### config.mk
export PLATFORM = sky130hd
export DESIGN_NAME = counting_semaphore_wait_queue
export DESIGN_NICKNAME = d
export VERILOG_FILES = /design/src/rtl/cswq_pkg.sv /design/src/rtl/cswq_ctrl.sv /design/src/rtl/cswq_dp.sv /design/src/rtl/counting_semaphore_wait_queue.sv
export SDC_FILE = /design/constraint.sdc
export NUM_CORES = 1
export LEC_CHECK = 0
export ABC_CLOCK_PERIOD_IN_PS = 3900
export BUFFER_PORTS_ARGS = -buffer_cell sky130_fd_sc_hd__clkbuf_2
export CORE_MARGIN = 5
export CORE_UTILIZATION = 61
export DETAILED_ROUTE_END_ITERATION = 16
export GPL_TIMING_DRIVEN = 0
export PLACE_DENSITY = 0.87
export SLEW_MARGIN = 20
export SYNTH_ARGS = -nofsm -noshare
export SYNTH_HDL_FRONTEND = slang
export SYNTH_SLANG_ARGS = --single-unit
### constraint.sdc
create_clock -name clk_i -period 3.9 [get_ports clk_i]
set_input_delay 0.39 -clock clk_i [delete_from_list [all_inputs] [get_ports clk_i]]
set_output_delay 0.39 -clock clk_i [all_outputs]
set_load 0.01 [all_outputs]
### src/rtl/cswq_pkg.sv
// Shared types and constants of the counting semaphore wait queue.
`default_nettype none

package cswq_pkg;

  localparam int ACT_W       = 2;
  localparam int STATUS_W    = 3;
  localparam int COUNT_W     = 18;
  localparam int TID_FIELD_W = 8;
  localparam int INIT_W      = 16;
  localparam int S_TDATA_W   = 24;
  localparam int M_TDATA_W   = 16;

  localparam logic [ACT_W-1:0] ACT_OPEN   = 2'd0;
  localparam logic [ACT_W-1:0] ACT_WAIT   = 2'd1;
  localparam logic [ACT_W-1:0] ACT_SIGNAL = 2'd2;
  localparam logic [ACT_W-1:0] ACT_CLOSE  = 2'd3;

  localparam logic [STATUS_W-1:0] STATUS_OK     = 3'd0;
  localparam logic [STATUS_W-1:0] STATUS_CLOSED = 3'd1;
  localparam logic [STATUS_W-1:0] STATUS_WOKEN  = 3'd2;
  localparam logic [STATUS_W-1:0] STATUS_FULL   = 3'd3;
  localparam logic [STATUS_W-1:0] STATUS_BUSY   = 3'd4;

  localparam logic signed [COUNT_W-1:0] COUNT_MAX = 18'sd131071;

  // Commands from the controller to the datapath.
  typedef struct packed {
    logic latch;
    logic do_open;
    logic do_busy;
    logic do_reject;
    logic do_wait;
    logic do_signal;
    logic do_close;
    logic do_pop;
  } cmd_t;

  // Status from the datapath to the controller.
  typedef struct packed {
    logic [ACT_W-1:0] action;
    logic             closed;
    logic             fill_zero;
    logic             fill_one;
    logic             out_free;
  } sts_t;

endpackage

`default_nettype wire

### src/rtl/cswq_ctrl.sv
// Controller state machine of the semaphore: sequences accept, execute and close drain.
`default_nettype none

module cswq_ctrl (
  input  wire logic          clk_i,
  input  wire logic          rst_ni,
  input  wire logic          in_valid_i,
  output logic               in_ready_o,
  input  wire cswq_pkg::sts_t sts_i,
  output cswq_pkg::cmd_t     cmd_o
);

  localparam logic [1:0] ST_IDLE  = 2'd0;
  localparam logic [1:0] ST_EXEC  = 2'd1;
  localparam logic [1:0] ST_DRAIN = 2'd2;

  logic [1:0] state_q, state_d;

  always_ff @(posedge clk_i or negedge rst_ni) begin
    if (!rst_ni) begin
      state_q <= ST_IDLE;
    end else begin
      state_q <= state_d;
    end
  end

  assign in_ready_o = (state_q == ST_IDLE);

  always_comb begin
    state_d = state_q;
    cmd_o   = '0;
    case (state_q)
      ST_IDLE: begin
        if (in_valid_i) begin
          cmd_o.latch = 1'b1;
          state_d     = ST_EXEC;
        end
      end
      ST_EXEC: begin
        if (sts_i.out_free) begin
          state_d = ST_IDLE;
          if (sts_i.action == cswq_pkg::ACT_OPEN) begin
            if (sts_i.closed) cmd_o.do_open = 1'b1;
            else              cmd_o.do_busy = 1'b1;
          end else if (sts_i.closed) begin
            cmd_o.do_reject = 1'b1;
          end else begin
            case (sts_i.action)
              cswq_pkg::ACT_WAIT:   cmd_o.do_wait   = 1'b1;
              cswq_pkg::ACT_SIGNAL: cmd_o.do_signal = 1'b1;
              cswq_pkg::ACT_CLOSE: begin
                cmd_o.do_close = 1'b1;
                if (!sts_i.fill_zero) state_d = ST_DRAIN;
              end
              default: cmd_o.do_reject = 1'b1;
            endcase
          end
        end
      end
      ST_DRAIN: begin
        if (sts_i.out_free) begin
          cmd_o.do_pop = 1'b1;
          if (sts_i.fill_one) state_d = ST_IDLE;
        end
      end
      default: state_d = ST_IDLE;
    endcase
  end

endmodule

`default_nettype wire

### src/rtl/cswq_dp.sv
// Datapath of the semaphore: count, closed flag, waiter memory and result register.
`default_nettype none

module cswq_dp #(
  parameter int WAITER_DEPTH   = 16,
  parameter int THREAD_ID_BITS = 8
) (
  input  wire logic                                 clk_i,
  input  wire logic                                 rst_ni,
  input  wire logic [cswq_pkg::ACT_W-1:0]           action_i,
  input  wire logic [cswq_pkg::TID_FIELD_W-1:0]     thread_id_i,
  input  wire logic [cswq_pkg::INIT_W-1:0]          init_count_i,
  input  wire cswq_pkg::cmd_t                       cmd_i,
  output cswq_pkg::sts_t                            sts_o,
  output logic                                      out_valid_o,
  input  wire logic                                 out_ready_i,
  output logic [cswq_pkg::STATUS_W-1:0]             status_o,
  output logic                                      caller_blocked_o,
  output logic                                      release_valid_o,
  output logic [cswq_pkg::TID_FIELD_W-1:0]          released_thread_o,
  output logic                                      last_o
);

  localparam int TID_W  = (THREAD_ID_BITS < cswq_pkg::TID_FIELD_W) ?
                          THREAD_ID_BITS : cswq_pkg::TID_FIELD_W;
  localparam int PTR_W  = (WAITER_DEPTH > 1) ? $clog2(WAITER_DEPTH) : 1;
  localparam int FILL_W = $clog2(WAITER_DEPTH + 1);
  localparam int SUM_W  = FILL_W + 1;
  localparam logic [PTR_W-1:0]  PTR_LAST   = PTR_W'(WAITER_DEPTH - 1);
  localparam logic [FILL_W-1:0] FILL_FULL  = FILL_W'(WAITER_DEPTH);
  localparam logic [SUM_W-1:0]  SUM_DEPTH  = SUM_W'(WAITER_DEPTH);

  // Latched item
  logic [cswq_pkg::ACT_W-1:0]  act_q;
  logic [TID_W-1:0]            tid_q;
  logic [cswq_pkg::INIT_W-1:0] init_q;

  // Semaphore state
  logic signed [cswq_pkg::COUNT_W-1:0] count_q, count_d;
  logic                                closed_q, closed_d;
  logic [PTR_W-1:0]                    head_q, head_d;
  logic [FILL_W-1:0]                   fill_q, fill_d;

  // Waiter memory, read through a register at the next head
  logic [TID_W-1:0] mem_q [WAITER_DEPTH];
  logic [TID_W-1:0] rd_q;
  logic             wr_en;
  logic [PTR_W-1:0] tail;
  logic [SUM_W-1:0] tail_sum;

  // Result register
  logic                          out_valid_q;
  logic                          load;
  logic [cswq_pkg::STATUS_W-1:0] status_q, status_d;
  logic                          blocked_q, blocked_d;
  logic                          rel_q, rel_d;
  logic [TID_W-1:0]              rtid_q, rtid_d;
  logic                          last_q, last_d;

  logic count_le0, count_neg, fill_zero, fill_one, full, blocks, releases;
  logic [PTR_W-1:0] head_inc;

  assign count_neg = count_q[cswq_pkg::COUNT_W-1];
  assign count_le0 = count_neg || (count_q == '0);
  assign fill_zero = (fill_q == '0);
  assign fill_one  = (fill_q == FILL_W'(1));
  assign full      = (fill_q >= FILL_FULL);
  assign blocks    = count_le0;
  assign releases  = count_neg && !fill_zero;
  assign head_inc  = (head_q == PTR_LAST) ? '0 : head_q + PTR_W'(1);

  assign tail_sum = SUM_W'(head_q) + SUM_W'(fill_q);
  assign tail     = (tail_sum >= SUM_DEPTH) ? PTR_W'(tail_sum - SUM_DEPTH)
                                            : PTR_W'(tail_sum);

  assign sts_o.action    = act_q;
  assign sts_o.closed    = closed_q;
  assign sts_o.fill_zero = fill_zero;
  assign sts_o.fill_one  = fill_one;
  assign sts_o.out_free  = !out_valid_q || out_ready_i;

  always_comb begin
    count_d   = count_q;
    closed_d  = closed_q;
    head_d    = head_q;
    fill_d    = fill_q;
    wr_en     = 1'b0;
    load      = 1'b0;
    status_d  = cswq_pkg::STATUS_OK;
    blocked_d = 1'b0;
    rel_d     = 1'b0;
    rtid_d    = '0;
    last_d    = 1'b1;
    if (cmd_i.do_open) begin
      count_d  = cswq_pkg::COUNT_W'($signed({1'b0, init_q}));
      closed_d = 1'b0;
      head_d   = '0;
      fill_d   = '0;
      load     = 1'b1;
    end
    if (cmd_i.do_busy) begin
      load     = 1'b1;
      status_d = cswq_pkg::STATUS_BUSY;
    end
    if (cmd_i.do_reject) begin
      load     = 1'b1;
      status_d = cswq_pkg::STATUS_CLOSED;
    end
    if (cmd_i.do_wait) begin
      load = 1'b1;
      if (blocks && full) begin
        status_d = cswq_pkg::STATUS_FULL;
      end else begin
        count_d = count_q - cswq_pkg::COUNT_W'(1);
        if (blocks) begin
          wr_en     = 1'b1;
          fill_d    = fill_q + FILL_W'(1);
          blocked_d = 1'b1;
        end
      end
    end
    if (cmd_i.do_signal) begin
      load = 1'b1;
      if (count_q != cswq_pkg::COUNT_MAX) count_d = count_q + cswq_pkg::COUNT_W'(1);
      if (releases) begin
        rel_d  = 1'b1;
        rtid_d = rd_q;
        head_d = head_inc;
        fill_d = fill_q - FILL_W'(1);
      end
    end
    if (cmd_i.do_close) begin
      closed_d = 1'b1;
      count_d  = '0;
      if (fill_zero) begin
        head_d = '0;
        load   = 1'b1;
      end
    end
    if (cmd_i.do_pop) begin
      load     = 1'b1;
      status_d = cswq_pkg::STATUS_WOKEN;
      rel_d    = 1'b1;
      rtid_d   = rd_q;
      last_d   = fill_one;
      fill_d   = fill_q - FILL_W'(1);
      head_d   = fill_one ? '0 : head_inc;
    end
  end

  always_ff @(posedge clk_i or negedge rst_ni) begin
    if (!rst_ni) begin
      count_q     <= '0;
      closed_q    <= 1'b1;
      head_q      <= '0;
      fill_q      <= '0;
      out_valid_q <= 1'b0;
    end else begin
      count_q  <= count_d;
      closed_q <= closed_d;
      head_q   <= head_d;
      fill_q   <= fill_d;
      if (load)             out_valid_q <= 1'b1;
      else if (out_ready_i) out_valid_q <= 1'b0;
    end
  end

  always_ff @(posedge clk_i) begin
    if (cmd_i.latch) begin
      act_q  <= action_i;
      tid_q  <= thread_id_i[TID_W-1:0];
      init_q <= init_count_i;
    end
    if (load) begin
      status_q  <= status_d;
      blocked_q <= blocked_d;
      rel_q     <= rel_d;
      rtid_q    <= rtid_d;
      last_q    <= last_d;
    end
  end

  always_ff @(posedge clk_i) begin
    if (wr_en) mem_q[tail] <= tid_q;
    rd_q <= mem_q[head_d];
  end

  assign out_valid_o       = out_valid_q;
  assign status_o          = status_q;
  assign caller_blocked_o  = blocked_q;
  assign release_valid_o   = rel_q;
  assign released_thread_o = cswq_pkg::TID_FIELD_W'(rtid_q);
  assign last_o            = last_q;

endmodule

`default_nettype wire

### src/rtl/counting_semaphore_wait_queue.sv
// Top level of the counting semaphore with a FIFO queue of blocked thread ids.
//
// Each input beat is one operation (tuser: open, wait, signal, close) on a single counting
// semaphore. Open arms it with init_count, wait takes a unit and queues the caller when the
// count goes negative, signal gives a unit back and hands the oldest waiter to the
// scheduler, close wakes every waiter in arrival order with one result beat each, the final
// one carrying tlast. Every other operation gives exactly one result beat with tlast set.
// Sequencing: operations are taken one at a time (accept, then execute into the output
// register); the next operation is taken while that result waits, and its execute step
// holds until the output register is free. Close with waiters first runs a set-up step
// that gives no result, then drains one waiter per cycle while the output register is free,
// paced by the single registered read port of the waiter memory, which is read ahead at
// the next queue head. No clearing pass is run after reset: queue slots are only read
// after being written.
`default_nettype none

module counting_semaphore_wait_queue #(
  parameter int WAITER_DEPTH   = 16,
  parameter int THREAD_ID_BITS = 8
) (
  input  wire logic                           clk_i,
  input  wire logic                           rst_ni,
  // Operation beats
  input  wire logic                           s_axis_tvalid_i,
  output logic                                s_axis_tready_o,
  // [7:0] thread_id, [23:8] init_count
  input  wire logic [cswq_pkg::S_TDATA_W-1:0] s_axis_tdata_i,
  // [1:0] action
  input  wire logic [cswq_pkg::ACT_W-1:0]     s_axis_tuser_i,
  // Result beats
  output logic                                m_axis_tvalid_o,
  input  wire logic                           m_axis_tready_i,
  // [2:0] status, [3] caller_blocked, [4] release_valid, [12:5] released_thread,
  // [15:13] zero
  output logic [cswq_pkg::M_TDATA_W-1:0]      m_axis_tdata_o,
  // last result of the operation
  output logic                                m_axis_tlast_o
);

  cswq_pkg::cmd_t cmd;
  cswq_pkg::sts_t sts;

  logic [cswq_pkg::STATUS_W-1:0]    status;
  logic                             caller_blocked;
  logic                             release_valid;
  logic [cswq_pkg::TID_FIELD_W-1:0] released_thread;

  // Sequence operations: accept, execute, drain on close
  cswq_ctrl u_ctrl (
    .clk_i      (clk_i),
    .rst_ni     (rst_ni),
    .in_valid_i (s_axis_tvalid_i),
    .in_ready_o (s_axis_tready_o),
    .sts_i      (sts),
    .cmd_o      (cmd)
  );

  // Hold the semaphore state, the waiter memory and the result register
  cswq_dp #(
    .WAITER_DEPTH   (WAITER_DEPTH),
    .THREAD_ID_BITS (THREAD_ID_BITS)
  ) u_dp (
    .clk_i             (clk_i),
    .rst_ni            (rst_ni),
    .action_i          (s_axis_tuser_i),
    .thread_id_i       (s_axis_tdata_i[7:0]),
    .init_count_i      (s_axis_tdata_i[23:8]),
    .cmd_i             (cmd),
    .sts_o             (sts),
    .out_valid_o       (m_axis_tvalid_o),
    .out_ready_i       (m_axis_tready_i),
    .status_o          (status),
    .caller_blocked_o  (caller_blocked),
    .release_valid_o   (release_valid),
    .released_thread_o (released_thread),
    .last_o            (m_axis_tlast_o)
  );

  // Pack the result fields, lowest first; pad to whole bytes
  assign m_axis_tdata_o = {3'b000, released_thread, release_valid, caller_blocked, status};

endmodule

`default_nettype wire

==> summary.md, run 1 <==
| Metric | Value |
|---|---|
| Status | `complete, no violations` |
| Post-CTS Setup Repair Bufs | `0` |
| Fin area | `0.0103 sq mm` |
| Synth cell types | `66` |
| Min Tclk post-route | `3.60 ns` |
| Kind of critical path | `flip-flop to flip-flop` |
| Finished Layout Cells | `922` |
| Ys async rst share | `15.0%` |
| Starting DRT DRC Count | `612` |
| Worst-path clk slew | `0.06 ns` |
| Fin crit share | `92.4%` |
| Startpoint type of the worst setup path | `flip-flop` |
| Crit path max fanout | `10` |
| Final hold vios | `0` |
| Placed cell count | `883` |
| Slowest stage delay, CP | `0.53 ns` |
| Cell Chain, Critical Path | `inv_1 > ha_1 > nor4b_4 > nand2b_1 > o21a_2 > inv_2 > nand2_1 > a21o_1 > buf_6 > buf_6 > buf_2 > mux2i_1 > o22ai_1 > or4_1` |
| Setup-failing EPs final | `0` |
| Hold_ws | `0.0525 ns` |
| Crit-path slowest cell | `or4_1` |
| Power Dens Cells | `692 mW/mm^2` |
| Die W | `132 um` |
| Core Area | `0.0145 sq mm` |
| Largest net degree at the start of global routing | `32` |
| Top_reg_cell synth | `edfxtp_1` |
| Area grow syn2layout | `13.2%` |
| Max-cap violations | `0` |
| Chip height | `132 um` |
| Root Buffer | `clkbuf_16` |
| RSZ-0062 raised after global routing | `false` |
| Max Fclk | `277 MHz` |
| TNS Setup | `0 ns` |
| Fraction of layout cells with a size suffix above 1 | `18.8%` |
| H-Tree Depth | `1` |
| Via count | `5,857` |
| Pre-antenna DRT Iters | `5` |
| Antenna-violating nets left | `0` |
| Max VDD drop | `486 uV` |
| Synthesized area per cell | `14.0 sq um` |
| Detailed placer's ending HPWL | `13.2 mm` |
| Critical path's most frequent cell | `buf_6` |
| Synthesis-stage register bit count | `207` |
| Initial core utilization | `62.4%` |
| Post-CTS resize count | `0` |
| Grt ovf | `0` |
| CTS Hold Buffers Added | `1` |
| Final core utilization | `70.7%` |
| Diodes inserted | `0` |
| Vias in the first global route | `5,884` |
| Avg Vias per Cell | `6.35` |
| Site row count | `44` |
| IO Port Bufs | `45` |
| Required @ worst endpoint | `4.26 ns` |
| Area after DPL | `0.00956 sq mm` |
| Clk buf depth | `3` |
| DRC viols | `0` |
| WP buf/inv | `5` |
| Nets@finish | `766` |
| Clk_skew | `0.0216 ns` |
| Final wirelength | `19.6 mm` |
| CP endpoint kind | `flip-flop` |
| Routability congestion estimate | `0.929` |
| Worst skew pair latency | `0.52 ns` |
| Leading cell type in the layout, fill and taps excluded | `edfxtp_1` |
| Worst min-delay path class | `primary input to flip-flop` |
| CP delay by family, top | `simple AND/OR/NAND/NOR gates` |
| CTS buffer count | `22` |
| DR WL/cell | `21.3 um` |
| Worst-margin pin slew | `0.892 ns` |
| Die area | `0.0174 sq mm` |
| CTS sink cnt | `207` |
| Synth Warn # | `0` |
| Max-slew violations | `0` |
| Seq/Total Area, Yosys | `65.9%` |
| DP Worst Slack | `0.186 ns` |
| Worst slew margin | `40.1%` |
| Initial antenna violation count | `0` |
| I/O pin count | `49` |
| Post-synth EDFFs | `168` |
| Post-Syn Instances | `650` |
| Leak | `3.85 nW` |
| CP arrival | `3.97 ns` |
| Commonest non-fill, non-tap cells in the layout | `edfxtp_1, clkbuf_2, nor2_1` |
| Fin worst setup slack | `0.296 ns` |
| Total track usage | `22.3%` |
| CTS tree | `built` |
| Tot Pwr | `7.11 mW` |
| Global-route wire length before repair | `31.5 mm` |
| Mapped cell area | `0.00907 sq mm` |
## synth_stat cells (all sizes together) (4+ instances only)
| master | n | area, sq um |
|---|---|---|
| a211oi | 4 | 30.0 |
| a21o | 6 | 45.0 |
| a21oi | 17 | 85.1 |
| a221oi | 9 | 78.8 |
| a22o | 17 | 149 |
| a31oi | 5 | 31.3 |
| and2 | 13 | 81.3 |
| buf | 17 | 126 |
| clkbuf | 17 | 63.8 |
| dfrtp | 30 | 751 |
| dfxtp | 8 | 160 |
| edfxtp | 168 | 5040 |
| ha | 11 | 138 |
| inv | 11 | 41.3 |
| mux2 | 35 | 394 |
| mux2i | 36 | 364 |
| nand2 | 27 | 101 |
| nand2b | 9 | 56.3 |
| nand3 | 26 | 140 |
| nand4 | 6 | 37.5 |
| nor2 | 40 | 150 |
| nor2b | 4 | 25.0 |
| nor3 | 23 | 120 |
| nor4 | 5 | 37.5 |
| o211ai | 4 | 30.0 |
| o21ai | 20 | 100 |
| o22ai | 19 | 119 |
| or4 | 11 | 82.6 |
| xnor2 | 9 | 78.8 |
| xor2 | 10 | 87.6 |
## where the power goes
part / internal [mW] / leakage, nW / switching [mW]
Clock: 1.13 / 0.338 / 0.822
Combinational: 0.895 / 1.52 / 1.18
Sequential: 2.79 / 1.99 / 0.300
## sequential cells by signal, summed over array words and instances, names as in the netlist
signal and cells:
u_dp.mem_q 128, u_dp.head_q 4, u_dp.out_valid_o 1, u_dp.release_valid_o 1, u_dp.closed_q 1, u_dp.fill_q 5, u_dp.count_q 18, u_dp.act_q 2
u_dp.status_o 3, u_ctrl.state_q 2, u_dp.rd_q 8, u_dp.caller_blocked_o 1, u_dp.last_o 1, u_dp.tid_q 8, u_dp.init_q 16, u_dp.released_thread_o 8
## per-layer routing
metal	vias up	share of wire (%)	global-route usage (%)
li1	2649	-	-
met1	2852	39	28.4
met2	293	49	37.0
met3	63	6.9	4.58
met4	0	4.4	9.89
met5	-	0	0
## worst register-to-register path, cell delays in order (launching register included)
cell	delay (ns)
dfrtp_1	0.46
inv_1	0.16
ha_1	0.18
nor4b_4	0.32
nand2b_1	0.18
o21a_2	0.22
inv_2	0.09
nand2_1	0.07
a21o_1	0.15
buf_6	0.17
buf_6	0.18
buf_2	0.33
mux2i_1	0.30
o22ai_1	0.15
or4_1	0.53
## cell type report
type / count / area [sq um]
sequential: 207 / 5980
fill: 958 / 4260
multi-input combinational: 400 / 2890
clock buffer: 26 / 576
timing repair buffer: 48 / 258
tap: 184 / 230
buffer: 34 / 190
clock inverter: 12 / 110
inverter: 11 / 41.3
## worst paths after layout
kind / start / depth (start not counted) / slack, ns / to
worst max-delay path: u_dp.fill_q[1] / 14 / 0.30 / u_dp.rd_q[1]
worst min-delay path: s_axis_tdata_i[2] / 1 / 0.05 / u_dp.tid_q[2]
worst max register to register: u_dp.fill_q[1] / 14 / 0.30 / u_dp.rd_q[1]
worst min register to register: u_dp.rd_q[0] / 1 / 0.50 / u_dp.released_thread_o[0]
max in group asynchronous: rst_ni / 2 / 2.83 / u_dp.head_q[2]
min in group asynchronous: rst_ni / 2 / 0.52 / u_dp.count_q[14]
## logic make-up after synthesis
logic type	share of synthesized area, %
buffers and inverters	2.55
multiplexers	8.36
other	0.0413
flip-flops	65.9
AO/OA/AOI/OAI	8.90
AND/OR/NAND/NOR	10.6
XOR/XNOR	1.83
adder cells (fa/ha/maj)	1.74
Power figures use the tool's default switching activity.
==> inputs of run 2 (changes only) <==
==> constraint.sdc (replaced) <==
create_clock -name clk_i -period 3.9 [get_ports clk_i]
set_input_delay 0 -clock clk_i [delete_from_list [all_inputs] [get_ports clk_i]]
set_output_delay 0 -clock clk_i [all_outputs]
set_load 0.01 [all_outputs]
==> summary.md, run 2 (same netlist as run 1, synthesis figures left out) <==
| Metric | Value |
|---|---|
| Core Area | `0.0145 sq mm (unchanged)` |
| Slowest stage delay, CP | `0.53 ns (about the same)` |
| Fillers | `925 (was 958)` |
| Min Tclk post-route | `3.60 ns (about the same)` |
| Grt ovf | `0 (unchanged)` |
| Fraction of layout cells with a size suffix above 1 | `18.1% (was 18.8%)` |
| Nets@finish | `795 (was 766)` |
| IO Port Bufs | `45 (unchanged)` |
| Antenna-violating nets left | `0 (unchanged)` |
| Biggest regs | `u_dp.mem_q (128), u_dp.count_q (18), u_dp.init_q (16) (unchanged)` |
| Switching Fraction | `32.4% (about the same)` |
| RSZ-0062 raised after global routing | `false (unchanged)` |
| Clk_skew | `0.0198 ns (was 0.0216 ns)` |
| Pre-antenna DRT Iters | `5 (unchanged)` |
| Worst-margin pin slew | `0.882 ns (was 0.892 ns)` |
| Reg2reg path depth | `14 (unchanged)` |
| Root Buffer | `clkbuf_16 (unchanged)` |
| Post-CTS Setup Repair Bufs | `0 (unchanged)` |
| Leading cell type in the layout, fill and taps excluded | `edfxtp_1 (unchanged)` |
| Max Fclk | `278 MHz (was 277 MHz)` |
| Fin worst setup slack | `0.297 ns (was 0.296 ns)` |
| Die area | `0.0174 sq mm (unchanged)` |
| Total track usage | `22.9% (was 22.3%)` |
| CP arrival | `3.97 ns (about the same)` |
| Status | `complete, no violations (unchanged)` |
| Clock network power share | `27.3% (was 27.4%)` |
| Diodes inserted | `0 (unchanged)` |
| Commonest non-fill, non-tap cells in the layout | `edfxtp_1, clkbuf_2, nor2_1 (unchanged)` |
| Cell internal pwr | `4.83 mW (was 4.81 mW)` |
| Routability congestion estimate | `0.929 (unchanged)` |
| Net Switching | `2.32 mW (was 2.30 mW)` |
| CTS Hold Buffers Added | `30 (was 1)` |
| Setup-failing EPs final | `0 (unchanged)` |
| Tot Pwr | `7.15 mW (was 7.11 mW)` |
| Post-CTS resize count | `0 (unchanged)` |
| Clk buf depth | `3 (unchanged)` |
| Power Dens Cells | `677 mW/mm^2 (was 692 mW/mm^2)` |
| Chip height | `132 um (unchanged)` |
| Hold_ws | `0.136 ns (was 0.0525 ns)` |
| Fin crit share | `92.4% (about the same)` |
| DRC viols | `0 (unchanged)` |
| I/O pin count | `49 (unchanged)` |
| R2r endpoint | `u_dp.rd_q[1] (unchanged)` |
| CP endpoint kind | `flip-flop (unchanged)` |
| H-Tree Depth | `1 (unchanged)` |
| Initial core utilization | `62.4% (unchanged)` |
| Avg Vias per Cell | `6.29 (was 6.35)` |
| CTS buffer count | `22 (unchanged)` |
| CTS tree | `built (unchanged)` |
| Finished Layout Cells | `951 (was 922)` |
| CTS sink cnt | `207 (unchanged)` |
| Site row count | `44 (unchanged)` |
| Area grow syn2layout | `16.4% (was 13.2%)` |
| Max-cap violations | `0 (unchanged)` |
| Die W | `132 um (unchanged)` |
| Critical path's most frequent cell | `buf_6 (unchanged)` |
| Worst min-delay path class | `primary input to asynchronous set/reset pin (was primary input to flip-flop)` |
| WP buf/inv | `5 (unchanged)` |
| Crit-path slowest cell | `or4_1 (unchanged)` |
| Max-slew violations | `0 (unchanged)` |
| Worst slew margin | `40.7% (was 40.1%)` |
| Detailed placer's ending HPWL | `13.2 mm (unchanged)` |
| Via count | `5,983 (was 5,857)` |
| DR WL/cell | `21.2 um (was 21.3 um)` |
| Final hold vios | `0 (unchanged)` |
| Initial antenna violation count | `0 (unchanged)` |
| Sequential Power Share | `43.2% (was 43.4%)` |
| Worst skew pair latency | `0.51 ns (was 0.52 ns)` |
| Starting DRT DRC Count | `636 (was 612)` |
| Cell Chain, Critical Path | `inv_1 > ha_1 > nor4b_4 > nand2b_1 > o21a_2 > inv_2 > nand2_1 > a21o_1 > buf_6 > buf_6 > buf_2 > mux2i_1 > o22ai_1 > or4_1 (unchanged)` |
| Leak | `3.97 nW (was 3.85 nW)` |
| Worst path depth | `14 (unchanged)` |
| CP delay by family, top | `simple AND/OR/NAND/NOR gates (unchanged)` |
| Kind of critical path | `flip-flop to flip-flop (unchanged)` |
| Max VDD drop | `487 uV (was 486 uV)` |
| TNS Setup | `0 ns (unchanged)` |
| Required @ worst endpoint | `4.26 ns (about the same)` |
| Final wirelength | `20.1 mm (was 19.6 mm)` |
| Largest net degree at the start of global routing | `32 (unchanged)` |
| R2r setup slk | `0.30 ns (about the same)` |
| Worst-path clk slew | `0.06 ns (about the same)` |
| Crit path max fanout | `10 (unchanged)` |
| DP Worst Slack | `0.186 ns (unchanged)` |
| Max reg flops | `128 (unchanged)` |
| Combinational fraction of design power | `29.5% (was 29.2%)` |
| Most flops, register | `u_dp.mem_q (unchanged)` |
| Global-route wire length before repair | `32.3 mm (was 31.5 mm)` |
| Startpoint type of the worst setup path | `flip-flop (unchanged)` |
| Crit Reg-Reg Startpoint | `u_dp.fill_q[1] (unchanged)` |
| Vias in the first global route | `6,014 (was 5,884)` |
| Placed cell count | `883 (unchanged)` |
==> run 2: changes by cell type in the layout (fill, tap and decap cells not counted), sizes merged <==
cell / delta
dlygate4sd3: +29
==> run 2: how the worst max path moves through the flow <==
stage | startpoint | end
4_1_cts | u_dp.count_q[8] | u_dp.mem_q[12][7]
3_5_place_dp | u_dp.count_q[8] | u_dp.mem_q[12][7]
2_1_floorplan | u_dp.fill_q[1] | u_dp.rd_q[0]
3_3_place_gp | u_dp.count_q[8] | u_dp.mem_q[8][3]
5_1_grt | u_dp.fill_q[1] | u_dp.rd_q[1]
6_report | u_dp.fill_q[1] | u_dp.rd_q[1]
==> run 2: power groups by stage <==
stage	Sequential, mW	Combinational (mW)	Clock (mW)
6_report	3.09	2.11	1.95
5_1_grt	3.13	2.28	2.08
4_1_cts	3.09	2.08	1.97
3_5_place_dp	3.12	2.02	0
3_3_place_gp	3.11	1.93	0
2_1_floorplan	3.06	1.50	0
==> run 2: area by class of cell <==
| cell class | instances | area, sq um | area share [%] |
|---|---|---|---|
| buffer | 34 | 190 | 1.80 |
| clock buffer | 26 | 576 | 5.45 |
| clock inverter | 12 | 110 | 1.04 |
| inverter | 11 | 41.3 | 0.391 |
| multi-input combinational | 400 | 2890 | 27.3 |
| sequential | 207 | 5980 | 56.6 |
| tap | 184 | 230 | 2.18 |
| timing repair buffer | 77 | 548 | 5.19 |
==> run 2: worst reg2reg max path: cells and delay by family (launching register included) <==
family	cells	cell delay (ns)
and+or+nand+nor	4	1.10
muxes	1	0.30
buffers and inverters	5	0.91
DFF	1	0.46
AOI/OAI and AO/OA	3	0.53
adders and majority gates	1	0.17
==> run 2: per-layer routing <==
| metal | share of wire, % | GRT usage [%] | routed length (um) | vias up |
|---|---|---|---|---|
| met1 | 38 | 28.8 | 7580 | 2899 |
| met5 | 0 | 0 | 0 | - |
| met4 | 4.5 | 10.1 | 898 | 0 |
| li1 | - | - | - | 2707 |
| met3 | 7.9 | 4.66 | 1590 | 60 |
| met2 | 50 | 38.4 | 10100 | 317 |
==> run 2: per-stage QoR <==
| stage | util [%] | area (sq um) |
|---|---|---|
| finish | 72.7 | 10600 |
| detailed placement | 65.8 | 9560 |
| global route | 72.7 | 10600 |
| floorplan | - | 9080 |
| global placement | 65.6 | 9540 |
| CTS | 72.6 | 10500 |
==> inputs of run 3 (changes only) <==
--- a/config.mk
+++ b/config.mk
@@ -5,14 +5,15 @@
 export SDC_FILE = /design/constraint.sdc
 export NUM_CORES = 1
 export LEC_CHECK = 0
-export ABC_CLOCK_PERIOD_IN_PS = 3900
+export ABC_CLOCK_PERIOD_IN_PS = 3700
 export BUFFER_PORTS_ARGS = -buffer_cell sky130_fd_sc_hd__clkbuf_2
 export CORE_MARGIN = 5
 export CORE_UTILIZATION = 61
 export DETAILED_ROUTE_END_ITERATION = 16
 export GPL_TIMING_DRIVEN = 0
-export PLACE_DENSITY = 0.87
+export PLACE_DENSITY = 0.86
 export SLEW_MARGIN = 20
 export SYNTH_ARGS = -nofsm -noshare
 export SYNTH_HDL_FRONTEND = slang
+export SYNTH_HIERARCHICAL = 1
 export SYNTH_SLANG_ARGS = --single-unit
==> constraint.sdc (replaced) <==
create_clock -name clk_i -period 3.7 [get_ports clk_i]
set_input_delay 0 -clock clk_i [delete_from_list [all_inputs] [get_ports clk_i]]
set_output_delay 0 -clock clk_i [all_outputs]
set_load 0.01 [all_outputs]
==> summary.md, run 3 <==
| Metric | Value |
|---|---|
| Status | `finished with violations (was complete, no violations)` |
| Violations in the final reports | `setup timing` |
| Max reg flops | `128 (unchanged)` |
| Area grow syn2layout | `17.1% (was 16.4%)` |
| Synthesis-stage register bit count | `207 (unchanged)` |
| Multiplexer share of the synthesized area | `3.76% (was 8.36%)` |
| CP arrival | `3.90 ns (was 3.97 ns)` |
| Tot Pwr | `8.86 mW (was 7.15 mW)` |
| Site row count | `45 (was 44)` |
| CP endpoint kind | `flip-flop (unchanged)` |
| Min Tclk post-route | `3.77 ns (was 3.60 ns)` |
| Grt ovf | `0 (unchanged)` |
| Top cells by count, synth | `edfxtp_1, nand2_1, a21oi_1 (was edfxtp_1, nor2_1, mux2i_1)` |
| Post-Syn Instances | `746 (was 650)` |
| Biggest regs | `u_dp/mem_q (128), u_dp/count_q (18), u_dp/init_q (16) (was u_dp.mem_q (128), u_dp.count_q (18), u_dp.init_q (16))` |
| Leading cell type in the layout, fill and taps excluded | `edfxtp_1 (unchanged)` |
| Mapped cell area | `0.00946 sq mm (was 0.00907 sq mm)` |
| Kind of critical path | `flip-flop to flip-flop (unchanged)` |
| Seq/Total Area, Yosys | `63.3% (was 65.9%)` |
| Nets@finish | `896 (was 795)` |
| Fin crit share | `102% (was 92.4%)` |
| Commonest non-fill, non-tap cells in the layout | `edfxtp_1, nand2_1, a21oi_1 (was edfxtp_1, clkbuf_2, nor2_1)` |
| Worst skew pair latency | `0.50 ns (was 0.51 ns)` |
| Die W | `135 um (was 132 um)` |
| Leak | `4.03 nW (was 3.97 nW)` |
| Clk_skew | `0.00735 ns (was 0.0198 ns)` |
| Fin area | `0.0111 sq mm (was 0.0106 sq mm)` |
| CP delay by family, top | `simple AND/OR/NAND/NOR gates (unchanged)` |
| Max Fclk | `265 MHz (was 278 MHz)` |
| Chip height | `135 um (was 132 um)` |
| Most flops, register | `u_dp/mem_q (was u_dp.mem_q)` |
| Root Buffer | `clkbuf_16 (unchanged)` |
| Starting DRT DRC Count | `788 (was 636)` |
| Critical path's most frequent cell | `nor2_1 (was buf_6)` |
| Global-route wire length before repair | `36.7 mm (was 32.3 mm)` |
| DR WL/cell | `22.1 um (was 21.2 um)` |
| Pre-antenna DRT Iters | `5 (unchanged)` |
| Via count | `6,936 (was 5,983)` |
| Setup-failing EPs final | `56 (was 0)` |
| CTS sink cnt | `207 (unchanged)` |
| Worst path depth | `9 (was 14)` |
| Simple-gate portion of the synthesized area | `12.0% (was 10.6%)` |
| Detailed placer's ending HPWL | `15.3 mm (was 13.2 mm)` |
| Core Area | `0.0152 sq mm (was 0.0145 sq mm)` |
| Reg2reg path depth | `9 (was 14)` |
| Area after DPL | `0.00997 sq mm (was 0.00956 sq mm)` |
| Top_reg_cell synth | `edfxtp_1 (unchanged)` |
| Post-synthesis compound-gate area fraction | `13.7% (was 8.90%)` |
| Top cell type's share of synthesized area | `53.3% (was 55.6%)` |
| Crit-path slowest cell | `nor2_1 (was or4_1)` |
| WP buf/inv | `3 (was 5)` |
| Fillers | `976 (was 925)` |
| Largest family of logic cells by synthesized area | `compound AO/OA/AOI/OAI gates (was simple AND/OR/NAND/NOR gates)` |
| Max-slew violations | `0 (unchanged)` |
| Synth area leader | `edfxtp_1 (unchanged)` |
| Die area | `0.0181 sq mm (was 0.0174 sq mm)` |
| Ys async rst share | `15.0% (unchanged)` |
| Worst slew margin | `40.7% (about the same)` |
| Adder-cell share of the synthesized area | `1.53% (was 1.74%)` |
| Worst min-delay path class | `primary input to asynchronous set/reset pin (unchanged)` |
| Power Dens Cells | `800 mW/mm^2 (was 677 mW/mm^2)` |
| TNS Setup | `-1.25 ns (was 0 ns)` |
| Worst-margin pin slew | `0.878 ns (was 0.882 ns)` |
| Initial core utilization | `62.2% (was 62.4%)` |
| Worst-path clk slew | `0.06 ns (about the same)` |
| Slowest stage delay, CP | `0.66 ns (was 0.53 ns)` |
| Clk buf depth | `3 (unchanged)` |
| Final hold vios | `0 (unchanged)` |
| FF+latch area | `0.00598 sq mm (unchanged)` |
| Synth Warn # | `6 (was 0)` |
| Fin worst setup slack | `-0.0725 ns (was 0.297 ns)` |
| RSZ-0062 raised after global routing | `true (was false)` |
| CTS tree | `built (unchanged)` |
| Avg Vias per Cell | `6.56 (was 6.29)` |
| Routability congestion estimate | `0.950 (was 0.929)` |
| Synth top area cells | `edfxtp_1, dfrtp_1, mux2i_1 (unchanged)` |
| Startpoint type of the worst setup path | `flip-flop (unchanged)` |
| Cell Chain, Critical Path | `clkbuf_1 > or4_1 > nor2_1 > a21o_1 > nand2_1 > inv_2 > buf_2 > nand3b_1 > nor2_1 (was inv_1 > ha_1 > nor4b_4 > nand2b_1 > o21a_2 > inv_2 > nand2_1 > a21o_1 > buf_6 > buf_6 > buf_2 > mux2i_1 > o22ai_1 > or4_1)` |
| Total track usage | `26.1% (was 22.9%)` |
| Final core utilization | `72.8% (was 72.7%)` |
| DRC viols | `0 (unchanged)` |
| Vias in the first global route | `6,715 (was 6,014)` |
| I/O pin count | `49 (unchanged)` |
| Required @ worst endpoint | `3.83 ns (was 4.26 ns)` |
| Final wirelength | `23.4 mm (was 20.1 mm)` |
| Post-Synth XOR/XNOR Area | `1.85% (was 1.83%)` |
| Synthesized area per cell | `12.7 sq um (was 14.0 sq um)` |
| Diodes inserted | `0 (unchanged)` |
| Initial antenna violation count | `0 (unchanged)` |
| Max-cap violations | `0 (unchanged)` |
| CTS buffer count | `22 (unchanged)` |
| H-Tree Depth | `1 (unchanged)` |
| Post-synth EDFFs | `168 (unchanged)` |
| Area of the multi-input gates | `0.00319 sq mm (was 0.00289 sq mm)` |
| Crit path max fanout | `10 (unchanged)` |
| IO Port Bufs | `45 (unchanged)` |
| Max VDD drop | `460 uV (was 487 uV)` |
| Fraction of layout cells with a size suffix above 1 | `16.9% (was 18.1%)` |
| Most common cell in the netlist | `edfxtp_1 (unchanged)` |
| Largest net degree at the start of global routing | `32 (unchanged)` |
| Synth cell types | `76 (was 66)` |
| Antenna-violating nets left | `0 (unchanged)` |
[run 3: final cells by class]
| type | instances | area share (%) |
|---|---|---|
| clock inverters | 14 | 1.48 |
| plain buffers | 57 | 2.73 |
| repair buffers | 83 | 5.17 |
| multi-input cells | 466 | 28.8 |
| inverters | 18 | 0.610 |
| well taps | 188 | 2.12 |
| flip-flops and latches | 207 | 54.0 |
| clock buffers | 25 | 5.07 |
[run 3: cell families after synthesis]
logic type / Yosys count
simple gates: 222
flops: 207
compound gates: 175
buf+inv: 75
mux: 35
xor+xnor: 20
fa+ha+maj: 11
other cells: 1
[run 3: stage by stage]
step	hold WS, ns	std cells	setup WS [ns]
2_1_floorplan	-0.296	748	0.677
3_3_place_gp	0.152	981	0.0102
5_1_grt	0.202	1058	-0.133
6_report	0.139	1058	-0.0725
4_1_cts	0.169	1053	0.00817
3_5_place_dp	0.155	985	0.0159
[run 3: layer usage]
metal	GRT usage, %	wire (um)	vias to the layer above
met2	41.7	11000	444
met1	36.5	9290	3328
li1	-	-	3093
met3	5.03	2400	71
met4	9.11	688	0
met5	0	0	-
[run 3: path summary, 6_finish.rpt]
path	startpoint	end	slack [ns]
min reg2reg	u_ctrl/state_q[1]	u_ctrl/state_q[0]	0.51
max reg2reg	u_dp/count_q[7]	u_dp/mem_q[2][1]	-0.07
min in group clk_i	s_axis_tdata_i[15]	u_dp/init_q[7]	0.21
max	u_dp/count_q[7]	u_dp/mem_q[2][1]	-0.07
min	rst_ni	u_dp/count_q[5]	0.14
max in group asynchronous	rst_ni	u_dp/fill_q[0]	3.01
[run 3: where the power goes]
part	switching [mW]	internal, mW	leakage, nW
registers	0.325	3.03	1.98
logic	2.12	1.20	1.69
clock network	0.880	1.31	0.355
total	3.32	5.54	4.03
[run 3: what timing repair did]
item                                   CTS  global route
setup endpoints to repair                9           104
gates resized for setup                  3            14
buffers inserted                         0             5
endpoints found under the hold margin   58             0
pin swaps                                0             0
hold buffers                            29             0
